[src/hw/rtl/mcq_pkg.sv]
// mcq_pkg: shared types and constants for the multi-class token queue dispatcher.
// Holds the request/result word structs, status codes and the sequencer state type.
// No dependencies.
`timescale 1ns / 1ps

package mcq_pkg;

    localparam int NUM_Q      = 4;
    localparam int QSEL_W     = 2;
    localparam int CLASS_LIM_W = 6;
    localparam int TOTAL_LIM_W = 10;
    localparam int TOK_W      = 10;
    localparam int STATUS_W   = 3;
    localparam int CFG_DATA_W = 10;
    localparam int CFG_IDX_W  = 1;

    localparam logic [CLASS_LIM_W-1:0] CLASS_LIMIT_RST = 6'd25;
    localparam logic [TOTAL_LIM_W-1:0] TOTAL_LIMIT_RST = 10'd100;

    localparam logic [CFG_IDX_W-1:0] REG_CLASS_LIMIT = 1'b0;
    localparam logic [CFG_IDX_W-1:0] REG_TOTAL_LIMIT = 1'b1;

    localparam logic FUNC_ISSUE = 1'b0;
    localparam logic FUNC_SERVE = 1'b1;

    localparam logic [STATUS_W-1:0] ST_ISSUED      = 3'd0;
    localparam logic [STATUS_W-1:0] ST_TOTAL_LIMIT = 3'd1;
    localparam logic [STATUS_W-1:0] ST_CLASS_LIMIT = 3'd2;
    localparam logic [STATUS_W-1:0] ST_SERVED      = 3'd3;
    localparam logic [STATUS_W-1:0] ST_NONE        = 3'd4;

    typedef struct packed {
        logic              func;
        logic [QSEL_W-1:0] visa_class;
        logic [QSEL_W-1:0] counter_index;
    } in_word_t;

    typedef struct packed {
        logic [STATUS_W-1:0] status;
        logic [TOK_W-1:0]    token_number;
        logic [QSEL_W-1:0]   token_class;
    } out_word_t;

    typedef enum logic [7:0] {
        S_IDLE  = 8'b0000_0001,
        S_TOT   = 8'b0000_0010,
        S_CLS   = 8'b0000_0100,
        S_DEP   = 8'b0000_1000,
        S_OWN   = 8'b0001_0000,
        S_SCAN  = 8'b0010_0000,
        S_FETCH = 8'b0100_0000,
        S_DONE  = 8'b1000_0000
    } seq_state_t;

endpackage

[src/hw/rtl/mcq_store.sv]
// mcq_store: token storage for all class rings, one write and one read port.
// Address is {class, slot}; read data is registered.
// Depends on nothing.
`timescale 1ns / 1ps

module mcq_store #(
    parameter int ADDR_W = 7,
    parameter int DATA_W = 10
) (
    input  logic              clk,
    input  logic              we,
    input  logic [ADDR_W-1:0] waddr,
    input  logic [DATA_W-1:0] wdata,
    input  logic              re,
    input  logic [ADDR_W-1:0] raddr,
    output logic [DATA_W-1:0] rdata
);

    localparam int DEPTH = 1 << ADDR_W;

    logic [DATA_W-1:0] mem [0:DEPTH-1];
    logic [DATA_W-1:0] rdata_reg;

    always_ff @(posedge clk)
    begin
        if (we)
        begin
            mem[waddr] <= wdata;
        end
    end

    always_ff @(posedge clk)
    begin
        if (re)
        begin
            rdata_reg <= mem[raddr];
        end
    end

    assign rdata = rdata_reg;

endmodule

[src/hw/rtl/mcq_seq.sv]
// mcq_seq: request sequencer with one shared >= comparator, ring pointers,
// queue counts and the issued counter. Instantiates mcq_store.
// Depends on mcq_pkg.
`timescale 1ns / 1ps

module mcq_seq #(
    parameter int QUEUE_DEPTH = 32,
    parameter int TOKEN_WIDTH = 10
) (
    input  logic                            clk,
    input  logic                            rst_n,
    input  logic                            start,
    input  mcq_pkg::in_word_t               req,
    output logic                            idle,
    input  logic [mcq_pkg::CLASS_LIM_W-1:0] class_limit,
    input  logic [mcq_pkg::TOTAL_LIM_W-1:0] total_limit,
    output logic                            done_valid,
    input  logic                            done_ack,
    output mcq_pkg::out_word_t              result
);
    import mcq_pkg::*;

    localparam int PW    = $clog2(QUEUE_DEPTH);
    localparam int CNT_W = $clog2(QUEUE_DEPTH + 1);
    localparam int CW    = (CNT_W > TOTAL_LIM_W) ? CNT_W : TOTAL_LIM_W;
    localparam int AW    = QSEL_W + PW;
    localparam logic [PW-1:0] PTR_LAST = PW'(QUEUE_DEPTH - 1);
    localparam logic [QSEL_W-1:0] Q_LAST = QSEL_W'(NUM_Q - 1);

    seq_state_t state_reg, state_next;

    logic [QSEL_W-1:0] cls_reg, srv_reg, idx_reg, pick_reg;
    logic [QSEL_W-1:0] cls_next, srv_next, idx_next, pick_next;
    logic [CNT_W-1:0]  best_reg, best_next;
    logic              found_reg, found_next;

    logic [PW-1:0]     head_reg [NUM_Q];
    logic [PW-1:0]     head_next [NUM_Q];
    logic [PW-1:0]     tail_reg [NUM_Q];
    logic [PW-1:0]     tail_next [NUM_Q];
    logic [CNT_W-1:0]  cnt_reg [NUM_Q];
    logic [CNT_W-1:0]  cnt_next [NUM_Q];
    logic [TOTAL_LIM_W-1:0] issued_reg, issued_next;

    logic [STATUS_W-1:0] res_status_reg, res_status_next;
    logic [TOK_W-1:0]    res_token_reg, res_token_next;
    logic [QSEL_W-1:0]   res_class_reg, res_class_next;
    logic                use_mem_reg, use_mem_next;

    // shared compare unit
    logic [CW-1:0] cmp_a, cmp_b;
    logic          cmp_ge;

    logic [QSEL_W-1:0] q_sel;
    logic [CNT_W-1:0]  q_cnt;
    logic [PW-1:0]     q_head, q_tail;

    logic [TOK_W-1:0]             tok_full;
    logic [TOK_W+TOKEN_WIDTH-1:0] tok_ext;
    logic [TOKEN_WIDTH-1:0]       tok_store;
    logic [TOK_W+TOKEN_WIDTH-1:0] tok_back_ext;
    logic [TOK_W+TOKEN_WIDTH-1:0] rd_back_ext;

    logic                   mem_we, mem_re;
    logic [AW-1:0]          mem_waddr, mem_raddr;
    logic [TOKEN_WIDTH-1:0] mem_rdata;
    logic                   scan_hit;

    always_comb
    begin
        case (state_reg)
            S_CLS, S_DEP: q_sel = cls_reg;
            S_OWN:        q_sel = srv_reg;
            S_SCAN:       q_sel = idx_reg;
            S_FETCH:      q_sel = pick_reg;
            default:      q_sel = cls_reg;
        endcase
    end

    assign q_cnt  = cnt_reg[q_sel];
    assign q_head = head_reg[q_sel];
    assign q_tail = tail_reg[q_sel];

    always_comb
    begin
        case (state_reg)
            S_TOT:
            begin
                cmp_a = CW'(issued_reg);
                cmp_b = CW'(total_limit);
            end
            S_CLS:
            begin
                cmp_a = CW'(q_cnt);
                cmp_b = CW'(class_limit);
            end
            S_DEP:
            begin
                cmp_a = CW'(q_cnt);
                cmp_b = CW'(QUEUE_DEPTH);
            end
            S_OWN:
            begin
                cmp_a = CW'(q_cnt);
                cmp_b = CW'(1);
            end
            S_SCAN:
            begin
                cmp_a = CW'(best_reg);
                cmp_b = CW'(q_cnt);
            end
            default:
            begin
                cmp_a = '0;
                cmp_b = '0;
            end
        endcase
    end

    assign cmp_ge = (cmp_a >= cmp_b);

    // token = issued + 1, masked to the stored width and widened back for the port
    assign tok_full     = issued_reg + TOK_W'(1);
    assign tok_ext      = {{TOKEN_WIDTH{1'b0}}, tok_full};
    assign tok_store    = tok_ext[TOKEN_WIDTH-1:0];
    assign tok_back_ext = {{TOK_W{1'b0}}, tok_store};
    assign rd_back_ext  = {{TOK_W{1'b0}}, mem_rdata};

    // strictly longer than the best so far, own queue skipped
    assign scan_hit = (idx_reg != srv_reg) && !cmp_ge;

    always_comb
    begin
        state_next      = state_reg;
        cls_next        = cls_reg;
        srv_next        = srv_reg;
        idx_next        = idx_reg;
        pick_next       = pick_reg;
        best_next       = best_reg;
        found_next      = found_reg;
        head_next       = head_reg;
        tail_next       = tail_reg;
        cnt_next        = cnt_reg;
        issued_next     = issued_reg;
        res_status_next = res_status_reg;
        res_token_next  = res_token_reg;
        res_class_next  = res_class_reg;
        use_mem_next    = use_mem_reg;
        mem_we          = 1'b0;
        mem_re          = 1'b0;
        mem_waddr       = {cls_reg, q_tail};
        mem_raddr       = {pick_reg, q_head};

        case (state_reg)
            S_IDLE:
            begin
                if (start)
                begin
                    cls_next   = req.visa_class;
                    srv_next   = req.counter_index;
                    state_next = (req.func == FUNC_SERVE) ? S_OWN : S_TOT;
                end
            end
            S_TOT:
            begin
                if (cmp_ge)
                begin
                    res_status_next = ST_TOTAL_LIMIT;
                    res_token_next  = '0;
                    res_class_next  = cls_reg;
                    use_mem_next    = 1'b0;
                    state_next      = S_DONE;
                end
                else
                begin
                    state_next = S_CLS;
                end
            end
            S_CLS:
            begin
                if (cmp_ge)
                begin
                    res_status_next = ST_CLASS_LIMIT;
                    res_token_next  = '0;
                    res_class_next  = cls_reg;
                    use_mem_next    = 1'b0;
                    state_next      = S_DONE;
                end
                else
                begin
                    state_next = S_DEP;
                end
            end
            S_DEP:
            begin
                res_class_next = cls_reg;
                use_mem_next   = 1'b0;
                if (cmp_ge)
                begin
                    res_status_next = ST_CLASS_LIMIT;
                    res_token_next  = '0;
                end
                else
                begin
                    mem_we             = 1'b1;
                    tail_next[cls_reg] = (q_tail == PTR_LAST) ? '0 : q_tail + PW'(1);
                    cnt_next[cls_reg]  = q_cnt + CNT_W'(1);
                    issued_next        = tok_full;
                    res_status_next    = ST_ISSUED;
                    res_token_next     = tok_back_ext[TOK_W-1:0];
                end
                state_next = S_DONE;
            end
            S_OWN:
            begin
                if (cmp_ge)
                begin
                    pick_next  = srv_reg;
                    state_next = S_FETCH;
                end
                else
                begin
                    idx_next   = '0;
                    best_next  = '0;
                    found_next = 1'b0;
                    state_next = S_SCAN;
                end
            end
            S_SCAN:
            begin
                if (scan_hit)
                begin
                    best_next  = q_cnt;
                    pick_next  = idx_reg;
                    found_next = 1'b1;
                end
                idx_next = idx_reg + QSEL_W'(1);
                if (idx_reg == Q_LAST)
                begin
                    if (found_reg || scan_hit)
                    begin
                        state_next = S_FETCH;
                    end
                    else
                    begin
                        res_status_next = ST_NONE;
                        res_token_next  = '0;
                        res_class_next  = '0;
                        use_mem_next    = 1'b0;
                        state_next      = S_DONE;
                    end
                end
            end
            S_FETCH:
            begin
                mem_re              = 1'b1;
                head_next[pick_reg] = (q_head == PTR_LAST) ? '0 : q_head + PW'(1);
                cnt_next[pick_reg]  = q_cnt - CNT_W'(1);
                res_status_next     = ST_SERVED;
                res_class_next      = pick_reg;
                use_mem_next        = 1'b1;
                state_next          = S_DONE;
            end
            S_DONE:
            begin
                if (done_ack)
                begin
                    state_next = S_IDLE;
                end
            end
            default:
            begin
                state_next = S_IDLE;
            end
        endcase
    end

    always_ff @(posedge clk or negedge rst_n)
    begin
        if (!rst_n)
        begin
            state_reg  <= S_IDLE;
            issued_reg <= '0;
            for (int i = 0; i < NUM_Q; i++)
            begin
                head_reg[i] <= '0;
                tail_reg[i] <= '0;
                cnt_reg[i]  <= '0;
            end
        end
        else
        begin
            state_reg  <= state_next;
            issued_reg <= issued_next;
            head_reg   <= head_next;
            tail_reg   <= tail_next;
            cnt_reg    <= cnt_next;
        end
    end

    always_ff @(posedge clk)
    begin
        cls_reg        <= cls_next;
        srv_reg        <= srv_next;
        idx_reg        <= idx_next;
        pick_reg       <= pick_next;
        best_reg       <= best_next;
        found_reg      <= found_next;
        res_status_reg <= res_status_next;
        res_token_reg  <= res_token_next;
        res_class_reg  <= res_class_next;
        use_mem_reg    <= use_mem_next;
    end

    mcq_store #(
        .ADDR_W (AW),
        .DATA_W (TOKEN_WIDTH)
    ) u_store (
        .clk   (clk),
        .we    (mem_we),
        .waddr (mem_waddr),
        .wdata (tok_store),
        .re    (mem_re),
        .raddr (mem_raddr),
        .rdata (mem_rdata)
    );

    assign idle       = (state_reg == S_IDLE);
    assign done_valid = (state_reg == S_DONE);

    always_comb
    begin
        result.status       = res_status_reg;
        result.token_number = use_mem_reg ? rd_back_ext[TOK_W-1:0] : res_token_reg;
        result.token_class  = res_class_reg;
    end

endmodule

[src/hw/rtl/multi_class_token_queue_dispatcher.sv]
// Multi-class token queue dispatcher: issues sequential token numbers into four
// class rings and serves them back, own queue first, else the longest other queue
// (lowest index on ties). One request is handled at a time by a sequencer that
// steps a single shared comparator: an issue request runs the total-limit, class-limit
// and ring-depth checks and then writes the token (stopping early when refused at
// the total-limit or class-limit check); a serve from the server's own queue goes
// straight to the registered ring-store read, and a serve that has to search the
// other queues compares one queue per cycle, then does the registered ring-store
// read, or ends with no token when every other queue is empty. A finished result
// sits in an output register, so the next request is accepted while the previous
// word waits to be taken. The token store needs no clearing after reset. The user
// writes limits through cfg_we / cfg_index / cfg_data while no request is in flight;
// the block itself does not enforce this. Depends on mcq_pkg, mcq_seq, mcq_store.
`timescale 1ns / 1ps

module multi_class_token_queue_dispatcher #(
    parameter int QUEUE_DEPTH = 32,
    parameter int TOKEN_WIDTH = 10
) (
    input  logic                           clk,
    input  logic                           rst_n,
    input  logic                           in_valid,
    output logic                           in_ready,
    input  mcq_pkg::in_word_t              in_data,
    output logic                           out_valid,
    input  logic                           out_ready,
    output mcq_pkg::out_word_t             out_data,
    input  logic                           cfg_we,
    input  logic [mcq_pkg::CFG_IDX_W-1:0]  cfg_index,
    input  logic [mcq_pkg::CFG_DATA_W-1:0] cfg_data
);
    import mcq_pkg::*;

    logic [CLASS_LIM_W-1:0] class_limit_reg;
    logic [TOTAL_LIM_W-1:0] total_limit_reg;

    logic      out_valid_reg, out_valid_next;
    out_word_t out_data_reg, out_data_next;

    logic      seq_idle;
    logic      seq_done;
    logic      seq_ack;
    out_word_t seq_result;

    always_ff @(posedge clk or negedge rst_n)
    begin
        if (!rst_n)
        begin
            class_limit_reg <= CLASS_LIMIT_RST;
            total_limit_reg <= TOTAL_LIMIT_RST;
        end
        else if (cfg_we)
        begin
            case (cfg_index)
                REG_CLASS_LIMIT: class_limit_reg <= cfg_data[CLASS_LIM_W-1:0];
                REG_TOTAL_LIMIT: total_limit_reg <= cfg_data[TOTAL_LIM_W-1:0];
                default:         ;
            endcase
        end
    end

    assign in_ready = seq_idle;

    mcq_seq #(
        .QUEUE_DEPTH (QUEUE_DEPTH),
        .TOKEN_WIDTH (TOKEN_WIDTH)
    ) u_seq (
        .clk         (clk),
        .rst_n       (rst_n),
        .start       (in_valid),
        .req         (in_data),
        .idle        (seq_idle),
        .class_limit (class_limit_reg),
        .total_limit (total_limit_reg),
        .done_valid  (seq_done),
        .done_ack    (seq_ack),
        .result      (seq_result)
    );

    // output word register: load when empty or being drained
    assign seq_ack = seq_done && (!out_valid_reg || out_ready);

    always_comb
    begin
        out_valid_next = out_valid_reg;
        out_data_next  = out_data_reg;
        if (seq_ack)
        begin
            out_valid_next = 1'b1;
            out_data_next  = seq_result;
        end
        else if (out_ready)
        begin
            out_valid_next = 1'b0;
        end
    end

    always_ff @(posedge clk or negedge rst_n)
    begin
        if (!rst_n)
        begin
            out_valid_reg <= 1'b0;
        end
        else
        begin
            out_valid_reg <= out_valid_next;
        end
    end

    always_ff @(posedge clk)
    begin
        out_data_reg <= out_data_next;
    end

    assign out_valid = out_valid_reg;
    assign out_data  = out_data_reg;

endmodule
[config.mk]
export PLATFORM = sky130hd
export DESIGN_NAME = multi_class_token_queue_dispatcher
export DESIGN_NICKNAME = d
export VERILOG_FILES = /design/src/hw/rtl/mcq_pkg.sv /design/src/hw/rtl/mcq_store.sv /design/src/hw/rtl/mcq_seq.sv /design/src/hw/rtl/multi_class_token_queue_dispatcher.sv
export SDC_FILE = /design/constraint.sdc
export NUM_CORES = 2
export LEC_CHECK = 0
export ABC_CLOCK_PERIOD_IN_PS = 7590
export BUFFER_PORTS_ARGS = -buffer_cell sky130_fd_sc_hd__clkbuf_2
export CAP_MARGIN = 30
export CORE_AREA = 5 5 283 395
export DETAILED_ROUTE_END_ITERATION = 12
export DIE_AREA = 0 0 288 400
export PLACE_DENSITY = 0.7
export REMOVE_ABC_BUFFERS = 1
export SYNTH_ARGS = -nofsm -noshare
export SYNTH_HDL_FRONTEND = slang
export SYNTH_SLANG_ARGS = --single-unit
[constraint.sdc]
create_clock -name clk -period 7.59 [get_ports clk]
set_clock_uncertainty 0.05 [all_clocks]
set_input_delay 0.3795 -clock clk [delete_from_list [all_inputs] [get_ports clk]]
set_output_delay 0.3795 -clock clk [all_outputs]
set_load 0.01 [all_outputs]
# Word level (Yosys, flattened, before mapping)
# Memories as Yosys holds them, arrays and structs flattened. A register that Yosys moved wholly into a read port is not among the register bits.
# Index checks and enable logic that the tools add are counted.
[word_totals]
reg_bits = 145
ram_bits = 1280
inputBits = 21
out_inout_bits = 17
wordCells = 175
memories = 1
[mem_list]
columns = ["name", "depth", "word_bits", "rd", "rd_ports_with_merged_regs", "wr", "line", "source"]
rows = [
  ["u_seq.u_store.mem", 128, 10, 1, 1, 1, "mcq_store.sv:21", "logic [DATA_W-1:0] mem [0:DEPTH-1];"],
]
[classes]
addsub = 6
magnitude_cmp = 6
n_eq_ne = 23
muxes = 75
bitwise_logic = 5
reduce_logical = 29
[op_table]
columns = ["cell", "count"]
rows = [
  ["10-bit case mux with 3 select lines", 2],
  ["8-bit case mux with 7 select lines", 1],
  ["10-bit 2-to-1 mux", 5],
  ["10-bit case mux with 5 select lines", 1],
  ["24-bit bitwise mux", 2],
  ["8-bit 2-to-1 mux", 6],
  ["24-bit case mux with 2 select lines", 1],
  ["5-bit 2-to-1 mux", 9],
  ["20-bit bitwise mux", 2],
  ["6-bit 2-to-1 mux", 6],
  ["6-bit demux with 2-bit select", 2],
  ["24-bit 2-to-1 mux", 1],
  ["5-bit binary-select mux with 2-bit select", 2],
  ["5-bit demux with 2-bit select", 2],
  ["3-bit case mux with 5 select lines", 1],
  ["2-bit 2-to-1 mux", 7],
  ["2-bit by 1-bit inequality test with 1-bit output, second input constant", 7],
  ["6-bit binary-select mux with 2-bit select", 1],
  ["1-bit 2-to-1 mux", 12],
  ["3-bit 2-to-1 mux", 4],
  ["6-bit case mux with 2 select lines", 1],
  ["2-bit AND reduction", 6],
  ["10-bit by 1-bit adder with 10-bit output, second input constant", 1],
  ["5-bit by 1-bit adder with 5-bit output, second input constant", 2],
  ["other kinds (38)", 60],
]

# Depth between registers and ports, before layout
[depth]
depth_word = 14
mapped_depth = 24
ltp_nobuf = 20

# Cells and area by module
# Synthesis repeated with hierarchy kept, for this count alone.
[unflattened]
cells_unflattened = 2727
hier_area_um2 = 57167.3
[by_module_without_submodules]
columns = ["module", "instances", "cells_each", "area_each_um2", "seq_area_each_um2"]
rows = [
  ["mcq_store", 1, 1998, 49454.9, 38737.2],
  ["mcq_seq", 1, 675, 6598.8, 2984.1],
  ["multi_class_token_queue_dispatcher", 1, 54, 1113.6, 883.3],
]

# Worst setup path before layout
# Ideal clock, no wire load.
[synth_timing]
path_type = "flip-flop to flip-flop"
from = "register u_seq.issued_reg[2]"
to = "memory u_seq.u_store.mem[0][5] (data pin)"
setup_time_ps = 935
arrival_time_ps = 4434
required_time_ps = 6605
setup_slack_ps = 2171
stages_incl_launch_ff = 5
n_path_buf = 0
synth_period_minus_slack_ps = 5419
path_cell_list = "dfrtp_1 > nand3_1 > inv_1 > nand3_1 > xnor2_1"
[synth_via]
elab_chain_len = 1
[synth_rtl]
columns = ["element", "line", "source"]
rows = [
  ["from (decl)", "mcq_seq.sv:43", "logic [TOTAL_LIM_W-1:0] issued_reg, issued_next;"],
  ["from (signal assigned)", "mcq_seq.sv:294", "issued_reg <= issued_next;"],
  ["10-bit by 1-bit adder with 10-bit output", "mcq_seq.sv:123", "assign tok_full = issued_reg + TOK_W'(1);"],
  ["named net u_seq.tok_full[5]", "mcq_seq.sv:58", "logic [TOK_W-1:0] tok_full;"],
  ["to (decl)", "mcq_store.sv:21", ""],
]
# The timed path passes the listed nets, and every way through them passes these cells.

# Final worst setup path
[layout_timing]
from = "register u_seq.state_reg[6]"
to = "memory u_seq.u_store.mem[10][6], enable pin"
[layout_via]
elab_chain_len = 12
word_cells_on_any_way = 22
cone_classes = "1 x order compare; 6 x eq/ne; 13 x mux; 1 x bitwise; 1 x reduce/logical"
[layout_rtl]
columns = ["element", "line", "source"]
rows = [
  ["from (decl)", "mcq_seq.sv:30", "seq_state_t state_reg, state_next;"],
  ["from (signal assigned)", "mcq_seq.sv:293", "state_reg <= state_next;"],
  ["8-bit by 7-bit equality test with 1-bit output, or another cell as far along", "mcq_seq.sv:71", "case (state_reg)"],
  ["2-bit case mux with 3 select lines", "mcq_seq.sv:71", ""],
  ["2-bit NOT with 3-bit output (implied by the code)", "mcq_seq.sv:80, mcq_seq.sv:82", ""],
  ["6-bit binary-select mux with 2-bit select", "mcq_seq.sv:80", "assign q_cnt = cnt_reg[q_sel];"],
  ["6-bit 2-to-1 mux (implied by the code) (2 in a row)", "mcq_seq.sv:80", ""],
  ["10-bit case mux with 5 select lines / 10-bit case mux with 3 select lines (equally long branches)", "mcq_seq.sv:86", "case (state_reg)"],
  ["10-bit greater-or-equal comparator", "mcq_seq.sv:120", "assign cmp_ge = (cmp_a >= cmp_b);"],
  ["1-bit 2-to-1 mux", "mcq_seq.sv:198", "if (cmp_ge)"],
  ["1-bit 2-to-1 mux", "mcq_seq.sv:154", "case (state_reg)"],
  ["1-bit 2-to-1 mux", "mcq_store.sv:26", "if (we)"],
  ["1-bit 2-to-1 mux (implied by the code)", "mcq_store.sv:28", "mem[waddr] <= wdata;"],
]
# Several ways; a longest one is shown, not always the timed one. The select of a mux whose other input is x is not followed.

==> flow_summary.ini <==
[timing]
fin_crit_sh_pct = 91.4
rsz0062_at_grt = no
max_slew_margin_pct = 29.0
fin_crit_ns = 6.94
max_freq_mhz = 144
timing.setup.tns_ns = 0
tightest_slew_ns = 1.06
slew_viol_final = 0
hold_viol = 0
finalSetupViolations = 0
hold_ws_ns = 0.0904

[yosys]
avgSynthCellArea_um2 = 13.6
ys.warnings.count = 0
synth_edf_count = 1336
yosys_register_bits = 1435
syn_area_mm2 = 0.0588
netlist_top_cells_area = edfxtp_1, nand2_1, dfrtp_1
async_flop_share_pct = 6.90
yosysUniqueCellTypes = 66
synthFlopType = edfxtp_1
synth_cells = 4316
yosys.area.top_type = edfxtp_1
synth.top_cell.area_share_pct = 68.2
ys_seq_area_share_pct = 72.5

[grt]
grt_max_degree = 130
antenna_found_initial = 4
grt_usage_pct = 28.6
grt_pass1_wl_mm = 244
first_global_vias = 37000
grt_overflow = 0

[worst_setup_path]
worstPathArrival_ns = 7.25
required_ns = 7.90
regToRegStartpoint = u_seq.state_reg[6]
r2r_cells = 19
r2r_end = u_seq.u_store.mem[10][6]
startpoint_type = register
startpoint = u_seq.state_reg[6]
endpoint_kind = register
path_class = register to register
path_max_fanout = 23
rrSetupSlack_ns = 0.65

[placement]
dp_hpwl_mm = 99.9
placed_area_mm2 = 0.0606
place.gp.congestion = 0.918
portBuffers = 37

[routing]
wirelength_mm = 168
drcViolationCount = 0
met3_length_mm = 16.6
ant_nets = 0
wl_met2_mm = 81.3
dr.pass1.iters = 8
viasPerCell = 6.46
drt-wirelength-per-cell_um = 28.5
drtIter0Drc = 5421
wl_met1_mm = 59.3
top_layer = met5
num_vias = 38000

[floorplanning]
pin_count = 38
die_h_um = 400
core_area_mm2 = 0.108
die-area_mm2 = 0.115
rows = 143
die_w_um = 288
start_util_pct = 54.4

[pwr]
max-vdd-ir-drop_v = 0.000239
p_seq_share_pct = 46.6
combPwrFrac_pct = 20.2
leakage_nw = 24.6
pwr-share-clk_pct = 33.2
power.density_mw_per_mm2 = 286
internal_power_mw = 12.9
switchingPower_mw = 5.61
swShare_pct = 30.3

[finish]
utilization_pct = 59.9
largest_reg_flops = 1280
layout_commonest_cell = edfxtp_1
areaGrowthSynthToFinish_pct = 10.1
fin_nets = 4375
drive_above_1_share_pct = 9.76
layout_common_cells = edfxtp_1, nand2_1, nand3_1
fin_area_mm2 = 0.0647

[min_path]
hp-class = input port to asynchronous set/reset pin

[clock_network]
clk_pin_slew_ns = 0.06
cts_resized = 0
cts_buffers = 121
htreeDepth = 3
clk_latency_ns = 0.74
cts_buffer_depth = 3
cts_sinks = 1435
root_buffer = clkbuf_16
tritoncts = done
post_cts_buffers = 0

[run_status]
status = completed

[job]
maxCapViolCount = 0
[logic make-up after synthesis]
logic type               synth area share [%]
XOR/XNOR                                0.462
AND/OR/NAND/NOR                          12.3
adder cells (fa/ha/maj)                 0.383
buffers and inverters                    2.56
multiplexers                             4.43
AO/OA/AOI/OAI                            7.36
flip-flops                               72.5
[timing repair]
action | CTS | global route
hold endpoints to repair | 57 | 0
hold buffers | 18 | 0
endpoints found under the setup margin | 0 | 0
[metrics by stage]
step                      power [mW]  cells  setup slack (ns)
after floorplan                 11.3   4041            -12.28
after global placement          12.4   5630             0.953
after detailed placement        12.4   5642             0.850
after CTS                       18.5   5884             0.831
after global routing            19.0   5887             0.289
final                           18.5   5889             0.649
[area by class of cell]
cell class / instances / area (um2)
fillers: 8237 / 43300
flip-flops and latches: 1435 / 42600
multi-input cells: 2582 / 14900
clock buffers: 153 / 3230
well taps: 1450 / 1810
repair buffers: 172 / 1430
clock inverters: 71 / 647
inverters: 24 / 108
diodes: 2 / 5.00
[metal layers]
layer | vias to the layer above | GRT usage (%)
met5 | - | 0
met4 | 2 | 15.6
met3 | 522 | 5.33
met2 | 2472 | 46.9
met1 | 18700 | 36.4
li1 | 16300 | -
[power by group through the flow]
| stage | clock, mW | combinational [mW] | sequential (mW) |
|---|---|---|---|
| after floorplan | 0 | 2.54 | 8.79 |
| after global placement | 0 | 3.63 | 8.80 |
| after detailed placement | 0 | 3.64 | 8.80 |
| after CTS | 6.19 | 3.67 | 8.63 |
| after global routing | 6.51 | 3.88 | 8.63 |
| final | 6.16 | 3.75 | 8.63 |
[how the worst max path moves through the flow]
stage,endpoint,slack [ns],cells after the start
floorplan,u_seq.head_reg[3],-12.28,11
global placement,u_seq.u_store.mem[34][5],0.95,19
detailed placement,u_seq.u_store.mem[42][2],0.85,19
CTS,u_seq.u_store.mem[10][4],0.83,19
global route,u_seq.u_store.mem[10][8],0.29,19
finish,u_seq.u_store.mem[10][6],0.65,19
[Yosys cell counts, drive strengths merged, types with 3 or more instances]
library cell	instances
a211o	5
a211oi	76
a21o	3
a21oi	163
a221oi	8
a222oi	5
a22o	17
a22oi	3
a311o	4
a311oi	120
a31oi	40
and2	26
and3	87
buf	164
clkbuf	111
dfrtp	92
dfstp	7
edfxtp	1336
ha	18
inv	22
mux2	61
mux2i	191
nand2	940
nand2b	13
nand3	262
nand4	7
nor2	187
nor2b	13
nor3	86
nor4	39
nor4b	3
o21ai	30
o221ai	67
o22ai	51
o31ai	5
xnor2	16
xor2	15
[worst max-delay path, cell delays in order (launching register included)]
cell	delay [ns]
dfrtp_1	0.52
and4bb_2	0.29
o311ai_2	0.42
and3_1	0.84
nand2_1	0.10
and3_1	0.21
a31oi_1	0.52
and2_1	0.25
a221oi_1	0.06
ha_1	0.32
a21o_1	0.17
a21oi_1	0.19
nor2b_1	0.06
o21ai_0	0.17
a211o_1	0.20
o211ai_1	0.22
nor2_1	0.31
nand2_1	0.50
buf_4	0.44
nor2_1	0.70
(Power assumes the default switching activity.)
